===== config.mk =====
export PLATFORM = sky130hd
export DESIGN_NAME = xtea_block_encrypt_flat
export DESIGN_NICKNAME = d
export VERILOG_FILES = /design/src/rtl/xtea_pkg.sv /design/src/rtl/xtea_if.sv /design/src/rtl/xtea_block_encrypt.sv /design/src/rtl/xtea_ctrl.sv /design/src/rtl/xtea_dp.sv /design/src/flat_wrapper.sv
export SDC_FILE = /design/constraint.sdc
export NUM_CORES = 1
export LEC_CHECK = 0
export BUFFER_PORTS_ARGS = -buffer_cell sky130_fd_sc_hd__buf_2
export CAP_MARGIN = 15
export CORE_UTILIZATION = 40
export DETAILED_ROUTE_END_ITERATION = 10
export REMOVE_ABC_BUFFERS = 1
export SETUP_SLACK_MARGIN = 0.2
export SYNTH_ARGS = -nofsm -noshare
export SYNTH_HDL_FRONTEND = slang
export SYNTH_SLANG_ARGS = --single-unit

===== constraint.sdc =====
create_clock -name clk -period 13.8 [get_ports clk]
set_input_delay 2.76 -clock clk [delete_from_list [all_inputs] [get_ports clk]]
set_output_delay 2.76 -clock clk [all_outputs]
set_load 0.01 [all_outputs]

===== src/rtl/xtea_pkg.sv =====
`timescale 1ns / 1ps
// ----------------------------------------------------------------------------
// xtea_pkg
// Shared types, constants and register indexes for the XTEA block encryptor.
// ----------------------------------------------------------------------------
package xtea_pkg;

  localparam int WORD_W   = 32;
  localparam int CYCLE_W  = 8;
  localparam int KEY_NUM  = 4;
  localparam int KEY_IDXW = 2;
  localparam int CFG_IDXW = 3;

  localparam logic [WORD_W-1:0]  XTEA_DELTA     = 32'h9E37_79B9;
  localparam int                 XTEA_KEY_SHIFT = 11;
  localparam logic [CYCLE_W-1:0] CYCLES_RESET   = 8'd64;

  // Configuration register indexes
  localparam logic [CFG_IDXW-1:0] REG_KEY_WORD_0  = 3'd0;
  localparam logic [CFG_IDXW-1:0] REG_KEY_WORD_1  = 3'd1;
  localparam logic [CFG_IDXW-1:0] REG_KEY_WORD_2  = 3'd2;
  localparam logic [CFG_IDXW-1:0] REG_KEY_WORD_3  = 3'd3;
  localparam logic [CFG_IDXW-1:0] REG_CYCLE_COUNT = 3'd4;

  typedef logic [WORD_W-1:0] word_t;
  typedef logic [KEY_NUM-1:0][WORD_W-1:0] key_t;

  // Commands from the controller to the datapath
  typedef struct packed {
    logic load;      // capture a new plaintext block, clear sum
    logic step_a;    // update left word, advance sum
    logic step_b;    // update right word
    logic load_out;  // copy the working words into the output register
  } ctl_cmd_t;

endpackage


===== src/rtl/xtea_if.sv =====
`timescale 1ns / 1ps
// ----------------------------------------------------------------------------
// xtea_if
// Handshake channels of the XTEA block encryptor: input, result, config.
// ----------------------------------------------------------------------------
interface xtea_blk_in_if;
  logic          valid;
  logic          ready;
  xtea_pkg::word_t plain_left;
  xtea_pkg::word_t plain_right;

  modport source (output valid, output plain_left, output plain_right, input ready);
  modport sink   (input valid, input plain_left, input plain_right, output ready);
endinterface

interface xtea_blk_out_if;
  logic          valid;
  logic          ready;
  xtea_pkg::word_t cipher_left;
  xtea_pkg::word_t cipher_right;

  modport source (output valid, output cipher_left, output cipher_right, input ready);
  modport sink   (input valid, input cipher_left, input cipher_right, output ready);
endinterface

interface xtea_cfg_if;
  logic                          valid;
  logic                          ready;
  logic [xtea_pkg::CFG_IDXW-1:0] index;
  xtea_pkg::word_t               data;

  modport source (output valid, output index, output data, input ready);
  modport sink   (input valid, input index, input data, output ready);
endinterface


===== src/rtl/xtea_block_encrypt.sv =====
`timescale 1ns / 1ps
// ----------------------------------------------------------------------------
// xtea_block_encrypt
// XTEA encryption of one 64-bit block under a 128-bit configurable key.
// ----------------------------------------------------------------------------
//
// Channel   Dir  Payload                          Handshake
// in_blk    in   plain_left, plain_right (32+32)  valid/ready
// out_blk   out  cipher_left, cipher_right        valid/ready
// cfg_wr    in   index (3), data (32)             valid/ready, ready tied high
//
// After acceptance a block runs cycle_count rounds, each a pair of half-rounds,
// before it moves to the output register; the shared round unit does one
// half-round (one word update) per clock.
// A cycle_count of zero passes the block through unchanged. The input is ready
// again the cycle after the hand-off, so a new block waits for the last one.
// Reset is synchronous, active low: key words clear, cycle_count goes to 64.
// A finished block waits in the output register while the next is accepted;
// the round unit holds its result only if that register is still occupied.
// ----------------------------------------------------------------------------
module xtea_block_encrypt (
  input  logic                  clk,
  input  logic                  rst_n,
  xtea_blk_in_if.sink           in_blk,
  xtea_blk_out_if.source        out_blk,
  xtea_cfg_if.sink              cfg_wr
);

  xtea_pkg::key_t               key_r;
  logic [xtea_pkg::CYCLE_W-1:0] cycles_r;
  xtea_pkg::ctl_cmd_t           cmd;

  // Config writes are always accepted; ready is tied high.
  assign cfg_wr.ready = 1'b1;

  // Register file; unknown indexes drop the write.
  always_ff @(posedge clk) begin
    if (!rst_n) begin
      key_r    <= '0;
      cycles_r <= xtea_pkg::CYCLES_RESET;
    end else if (cfg_wr.valid) begin
      case (cfg_wr.index)
        xtea_pkg::REG_KEY_WORD_0:  key_r[0] <= cfg_wr.data;
        xtea_pkg::REG_KEY_WORD_1:  key_r[1] <= cfg_wr.data;
        xtea_pkg::REG_KEY_WORD_2:  key_r[2] <= cfg_wr.data;
        xtea_pkg::REG_KEY_WORD_3:  key_r[3] <= cfg_wr.data;
        xtea_pkg::REG_CYCLE_COUNT: cycles_r <= cfg_wr.data[xtea_pkg::CYCLE_W-1:0];
        default: begin
        end
      endcase
    end
  end

  // Sequencer: owns the handshakes and the round counter.
  xtea_ctrl u_ctrl (
    .clk         (clk),
    .rst_n       (rst_n),
    .in_valid    (in_blk.valid),
    .in_ready    (in_blk.ready),
    .out_valid   (out_blk.valid),
    .out_ready   (out_blk.ready),
    .cycle_count (cycles_r),
    .cmd         (cmd)
  );

  // Datapath: working words, sum and the shared half-round unit.
  xtea_dp u_dp (
    .clk          (clk),
    .cmd          (cmd),
    .key          (key_r),
    .plain_left   (in_blk.plain_left),
    .plain_right  (in_blk.plain_right),
    .cipher_left  (out_blk.cipher_left),
    .cipher_right (out_blk.cipher_right)
  );

endmodule


===== src/rtl/xtea_ctrl.sv =====
`timescale 1ns / 1ps
// ----------------------------------------------------------------------------
// xtea_ctrl
// Sequencer: accepts a block, runs the half-rounds, hands off to the output.
// ----------------------------------------------------------------------------
module xtea_ctrl (
  input  logic                         clk,
  input  logic                         rst_n,
  input  logic                         in_valid,
  output logic                         in_ready,
  output logic                         out_valid,
  input  logic                         out_ready,
  input  logic [xtea_pkg::CYCLE_W-1:0] cycle_count,
  output xtea_pkg::ctl_cmd_t           cmd
);

  localparam logic [1:0] ST_IDLE = 2'd0;
  localparam logic [1:0] ST_RUN  = 2'd1;
  localparam logic [1:0] ST_HOLD = 2'd2;

  logic [1:0]                   state_r, state_nxt;
  logic [xtea_pkg::CYCLE_W-1:0] cnt_r, cnt_nxt;
  logic                         phase_r, phase_nxt;
  logic                         out_valid_r, out_valid_nxt;
  logic                         out_free;

  assign in_ready  = (state_r == ST_IDLE);
  assign out_valid = out_valid_r;
  assign out_free  = !out_valid_r || out_ready;

  always_comb begin
    state_nxt     = state_r;
    cnt_nxt       = cnt_r;
    phase_nxt     = phase_r;
    out_valid_nxt = out_valid_r && !out_ready;
    cmd           = '0;
    case (state_r)
      ST_IDLE: begin
        if (in_valid) begin
          cmd.load  = 1'b1;
          cnt_nxt   = cycle_count;
          phase_nxt = 1'b0;
          state_nxt = (cycle_count == '0) ? ST_HOLD : ST_RUN;
        end
      end
      ST_RUN: begin
        if (!phase_r) begin
          cmd.step_a = 1'b1;
          phase_nxt  = 1'b1;
        end else begin
          cmd.step_b = 1'b1;
          phase_nxt  = 1'b0;
          cnt_nxt    = cnt_r - 1'b1;
          if (cnt_r == {{(xtea_pkg::CYCLE_W-1){1'b0}}, 1'b1}) begin
            state_nxt = ST_HOLD;
          end
        end
      end
      ST_HOLD: begin
        // wait for the output register to drain
        if (out_free) begin
          cmd.load_out  = 1'b1;
          out_valid_nxt = 1'b1;
          state_nxt     = ST_IDLE;
        end
      end
      default: begin
        state_nxt = ST_IDLE;
      end
    endcase
  end

  always_ff @(posedge clk) begin
    if (!rst_n) begin
      state_r     <= ST_IDLE;
      cnt_r       <= '0;
      phase_r     <= 1'b0;
      out_valid_r <= 1'b0;
    end else begin
      state_r     <= state_nxt;
      cnt_r       <= cnt_nxt;
      phase_r     <= phase_nxt;
      out_valid_r <= out_valid_nxt;
    end
  end

endmodule


===== src/rtl/xtea_dp.sv =====
`timescale 1ns / 1ps
// ----------------------------------------------------------------------------
// xtea_dp
// Working words, running sum, shared half-round unit and output register.
// ----------------------------------------------------------------------------
module xtea_dp (
  input  logic               clk,
  input  xtea_pkg::ctl_cmd_t cmd,
  input  xtea_pkg::key_t     key,
  input  xtea_pkg::word_t    plain_left,
  input  xtea_pkg::word_t    plain_right,
  output xtea_pkg::word_t    cipher_left,
  output xtea_pkg::word_t    cipher_right
);

  xtea_pkg::word_t left_r, left_nxt;
  xtea_pkg::word_t right_r, right_nxt;
  xtea_pkg::word_t sum_r, sum_nxt;
  xtea_pkg::word_t cipher_left_r, cipher_right_r;

  logic [xtea_pkg::KEY_IDXW-1:0] key_sel;
  xtea_pkg::word_t src_word;
  xtea_pkg::word_t dst_word;
  xtea_pkg::word_t mixed;
  xtea_pkg::word_t keyed;
  xtea_pkg::word_t updated;

  // Half A works on left from right; half B on right from left.
  always_comb begin
    if (cmd.step_b) begin
      src_word = left_r;
      dst_word = right_r;
      key_sel  = sum_r[xtea_pkg::XTEA_KEY_SHIFT +: xtea_pkg::KEY_IDXW];
    end else begin
      src_word = right_r;
      dst_word = left_r;
      key_sel  = sum_r[xtea_pkg::KEY_IDXW-1:0];
    end
    mixed   = ((src_word << 4) ^ (src_word >> 5)) + src_word;
    keyed   = sum_r + key[key_sel];
    updated = dst_word + (mixed ^ keyed);
  end

  always_comb begin
    left_nxt  = left_r;
    right_nxt = right_r;
    sum_nxt   = sum_r;
    if (cmd.load) begin
      left_nxt  = plain_left;
      right_nxt = plain_right;
      sum_nxt   = '0;
    end else if (cmd.step_a) begin
      left_nxt = updated;
      sum_nxt  = sum_r + xtea_pkg::XTEA_DELTA;
    end else if (cmd.step_b) begin
      right_nxt = updated;
    end
  end

  always_ff @(posedge clk) begin
    left_r  <= left_nxt;
    right_r <= right_nxt;
    sum_r   <= sum_nxt;
    if (cmd.load_out) begin
      cipher_left_r  <= left_r;
      cipher_right_r <= right_r;
    end
  end

  assign cipher_left  = cipher_left_r;
  assign cipher_right = cipher_right_r;

endmodule

===== src/flat_wrapper.sv =====
// flat-port wrapper written by rule: the top's interface ports become plain ports
module xtea_block_encrypt_flat 
  (clk, rst_n, in_blk_valid, in_blk_plain_left, in_blk_plain_right, in_blk_ready, out_blk_valid, out_blk_cipher_left, out_blk_cipher_right, out_blk_ready, cfg_wr_valid, cfg_wr_index, cfg_wr_data, cfg_wr_ready);
  xtea_blk_in_if in_blk_i ();
  xtea_blk_out_if out_blk_i ();
  xtea_cfg_if cfg_wr_i ();
  input  logic clk;
  input  logic rst_n;
  input wire logic [$bits(in_blk_i.valid)-1:0] in_blk_valid;
  input wire logic [$bits(in_blk_i.plain_left)-1:0] in_blk_plain_left;
  input wire logic [$bits(in_blk_i.plain_right)-1:0] in_blk_plain_right;
  output wire logic [$bits(in_blk_i.ready)-1:0] in_blk_ready;
  output wire logic [$bits(out_blk_i.valid)-1:0] out_blk_valid;
  output wire logic [$bits(out_blk_i.cipher_left)-1:0] out_blk_cipher_left;
  output wire logic [$bits(out_blk_i.cipher_right)-1:0] out_blk_cipher_right;
  input wire logic [$bits(out_blk_i.ready)-1:0] out_blk_ready;
  input wire logic [$bits(cfg_wr_i.valid)-1:0] cfg_wr_valid;
  input wire logic [$bits(cfg_wr_i.index)-1:0] cfg_wr_index;
  input wire logic [$bits(cfg_wr_i.data)-1:0] cfg_wr_data;
  output wire logic [$bits(cfg_wr_i.ready)-1:0] cfg_wr_ready;
  assign in_blk_i.valid = in_blk_valid;
  assign in_blk_i.plain_left = in_blk_plain_left;
  assign in_blk_i.plain_right = in_blk_plain_right;
  assign in_blk_ready = in_blk_i.ready;
  assign out_blk_valid = out_blk_i.valid;
  assign out_blk_cipher_left = out_blk_i.cipher_left;
  assign out_blk_cipher_right = out_blk_i.cipher_right;
  assign out_blk_i.ready = out_blk_ready;
  assign cfg_wr_i.valid = cfg_wr_valid;
  assign cfg_wr_i.index = cfg_wr_index;
  assign cfg_wr_i.data = cfg_wr_data;
  assign cfg_wr_ready = cfg_wr_i.ready;
  xtea_block_encrypt u_core (.clk(clk), .rst_n(rst_n), .in_blk(in_blk_i), .out_blk(out_blk_i), .cfg_wr(cfg_wr_i));
endmodule

==> summary.txt <==
Min path
  • Worst hold path class: reg -> reg

Finish
  • Final Net Count: 2285
  • Register area: 0.00745 mm²
  • Commonest non-fill, non-tap cell in the layout: nand2_1
  • Syn-to-layout area delta: 14.3%
  • Most frequent cells in the layout: 427 x nand2_1, 180 x dfxtp_1, 168 x buf_2
  • Multi-input logic area: 0.0104 mm²
  • Final core occ: 46.8%
  • Post-Layout Inst Area: 0.0209 mm²
  • Fillers: 4326
  • Share of post-route cells with drive strength above 1: 16.5%

Timing
  • Measured slew at the worst slew-check pin: 932 ps
  • Slew Limit Fails: 0
  • Period utilization: 57.9%
  • Fmax: 125 MHz
  • Final Hold Viols: 0
  • Final setup TNS: 0 ps
  • Final setup vio count: 0
  • RSZ-0062 raised after global routing: false
  • Fin Hold WS: 461 ps
  • Worst relative slew slack: 37.7%
  • Clock Skews: 22.4 ps
  • Tmin final: 7990 ps

Floorplan
  • Core Area: 0.0446 mm²
  • Row count: 77
  • Die W: 216 µm
  • Die H: 216 µm
  • Initial Util: 41.0%
  • I/O pin count: 171
  • Die area: 0.0466 mm²

Synthesis
  • Number of synthesis warnings: 0
  • Synth area leaders: edfxtp_1 21%, dfxtp_1 20%, nand2_1 8.8%, ha_1 7.0%, xnor2_1 5.8%
  • Share of the synthesized area in the top cell type: 21.0%
  • Avg Cell Area, Syn: 9.40 µm²
  • Flops & latches, synth: 308
  • Ys flop type: dfxtp_1
  • Synthesized area: 0.0183 mm²
  • Synth cell types: 72
  • Mapped Cells: 1945
  • Seq/Total Area, Yosys: 40.7%
  • Leading area contributor after synthesis: edfxtp_1
  • Asr flop ratio synth: 0%
  • Number of synthesized flops with an enable pin: 128

Worst setup path
  • Critical path type: reg -> reg
  • Startpoint types: flip-flop
  • Critical Path RT: 14190 ps
  • CP startpoint: u_core.u_ctrl.state_r[0]
  • Worst reg2reg startpoint: u_core.u_ctrl.state_r[0]
  • Critical Path Sink: u_core.u_dp.right_r[31]
  • WP data arrival: 8380 ps
  • Worst Setup End Kind: flip-flop
  • Max Fanout on Critical Path: 32
  • Reg-to-reg setup timing slack: 5810 ps
  • Worst R2R Path Depth: 27
  • R2R Path End: u_core.u_dp.right_r[31]

Clock network
  • Htree depth: 2
  • Clk buf depth: 3
  • Clk_lat worst skew: 550 ps
  • Postcts setup bufs: 0
  • Root Buffer: clkbuf_16
  • Num CTS Buffers: 34
  • Sink Count: 308
  • CTS tree: done
  • Hold Buf Count CTS: 0
  • Post-CTS Resized: 0
  • Reg clk slew, reported paths: 60 ps

Detailed routing
  • Vias per cell: 5.33
  • DRC viols: 0
  • DR iter-0 viols: 926
  • First drt pass iteration count: 5
  • Antenna viol nets, final: 0
  • WL final: 48000 µm
  • Via Count: 14400
  • Wire length per cell: 17.8 µm

Global route
  • First-pass GRT wire length: 76500 µm
  • Largest net degree at the start of global routing: 84
  • Vias in the first global route: 14300
  • Initial antenna violation count: 7
  • Tot GR Track Use: 20.6%
  • GRT overflow: 0

Outcome
  • Outcome: finished, final reports clean

Place
  • Buffers on Ports: 169
  • Area post-placement: 0.0197 mm²
  • DP Wirelength: 34700 µm
  • Gp weighted congestion: 0.913

Job
  • Max-cap violations: 0
## kinds of logic after synthesis
| group | share of synthesized area (%) |
|---|---|
| AOI/OAI and AO/OA | 17.8 |
| buffers and inverters | 2.78 |
| muxes | 8.28 |
| adders and majority gates | 7.38 |
| other | 0.0205 |
| DFF | 40.7 |
| xor gates and xnor gates | 7.88 |
| and+or+nand+nor | 15.1 |
## layout make-up
type / count / area share, %
clock buffers: 46 / 4.63
repair buffers: 180 / 4.46
multi-input cells: 1504 / 49.7
clock inverters: 15 / 1.09
well taps: 592 / 3.55
inverters: 47 / 0.845
diodes: 4 / 0.0479
flip-flops and latches: 308 / 35.7
## synthesized netlist by cell type, types with 3 or more instances
cell	number
nand2b_1	11
clkbuf_1	72
nand3_1	21
buf_2	4
mux2i_1	24
nand4_1	9
o31ai_1	4
and2_1	5
mux2_2	49
a21oi_1	96
o21a_1	20
fa_1	3
nand2_1	429
dfxtp_1	180
mux4_2	32
ha_1	103
or3_1	9
o21bai_1	10
o22ai_1	3
o21ai_1	3
inv_1	47
a2111o_1	3
xnor2_1	121
nor4_1	9
a21o_1	53
nor2_1	98
edfxtp_1	128
o211ai_1	10
nor2b_1	13
o21ai_0	64
a211oi_1	17
a21boi_0	141
nor3b_1	4
a31oi_1	13
buf_1	9
and3_1	14
a2111oi_2	4
nor3_1	21
xor2_1	41
a221o_1	3
or2_2	4
and3b_1	5
## metal layers
layer,share of wire (%),GRT usage [%]
met1,47,28.2
met2,46,33.6
met3,4.8,3.10
met4,1.7,5.89
met5,0.079,0
## how the worst min path moves through the flow
stage,startpoint,endpoint,depth (start not counted)
detailed placement,u_core.u_dp.right_r[25],u_core.u_dp.cipher_right[25],0
global placement,u_core.key_r[77],u_core.key_r[77],2
finish,u_core.key_r[96],u_core.key_r[96],2
floorplan,u_core.u_ctrl.cnt_r[6],u_core.u_ctrl.cnt_r[6],2
global route,u_core.u_dp.right_r[25],u_core.u_dp.cipher_right[25],0
CTS,u_core.key_r[96],u_core.key_r[96],2
## flip-flops by register name (all words and copies together) (netlist names)
signal,cells
u_core.u_dp.sum_r,32
u_core.u_ctrl.cnt_r,8
u_core.cycles_r,8
u_core.u_ctrl.phase_r,1
u_core.u_dp.cipher_right,32
u_core.u_dp.left_r,32
u_core.u_ctrl.state_r,2
u_core.u_dp.right_r,32
u_core.u_dp.cipher_left,32
u_core.u_ctrl.out_valid,1
u_core.key_r,128
## per-stage QoR
step,setup slack [ps],instances
detailed placement,5870,2631
finish,5810,2696
CTS,5780,2692
global route,5190,2693
global placement,6100,2631
floorplan,3210,1859
## critical path, stage by stage (launching register included)
cell	delay, ps
dfxtp_1	390
inv_1	100
nor2_1	630
nand2_4	160
mux2i_4	180
buf_4	580
mux4_2	600
ha_1	250
fa_1	450
nand3_1	130
nand2_1	110
a31oi_1	260
o21ai_0	250
a21oi_1	360
o21bai_1	120
a21oi_1	240
o21ai_0	170
xnor2_1	170
ha_1	380
and3_1	200
o21a_1	200
o311ai_1	410
a21oi_1	150
a2111oi_2	350
a21oi_1	130
nor3_1	230
xnor3_1	460
a21oi_1	170
Power is left out: the tool's default activity adds up to more than one toggle a clock period on the data nets, which glitch-free logic cannot reach.
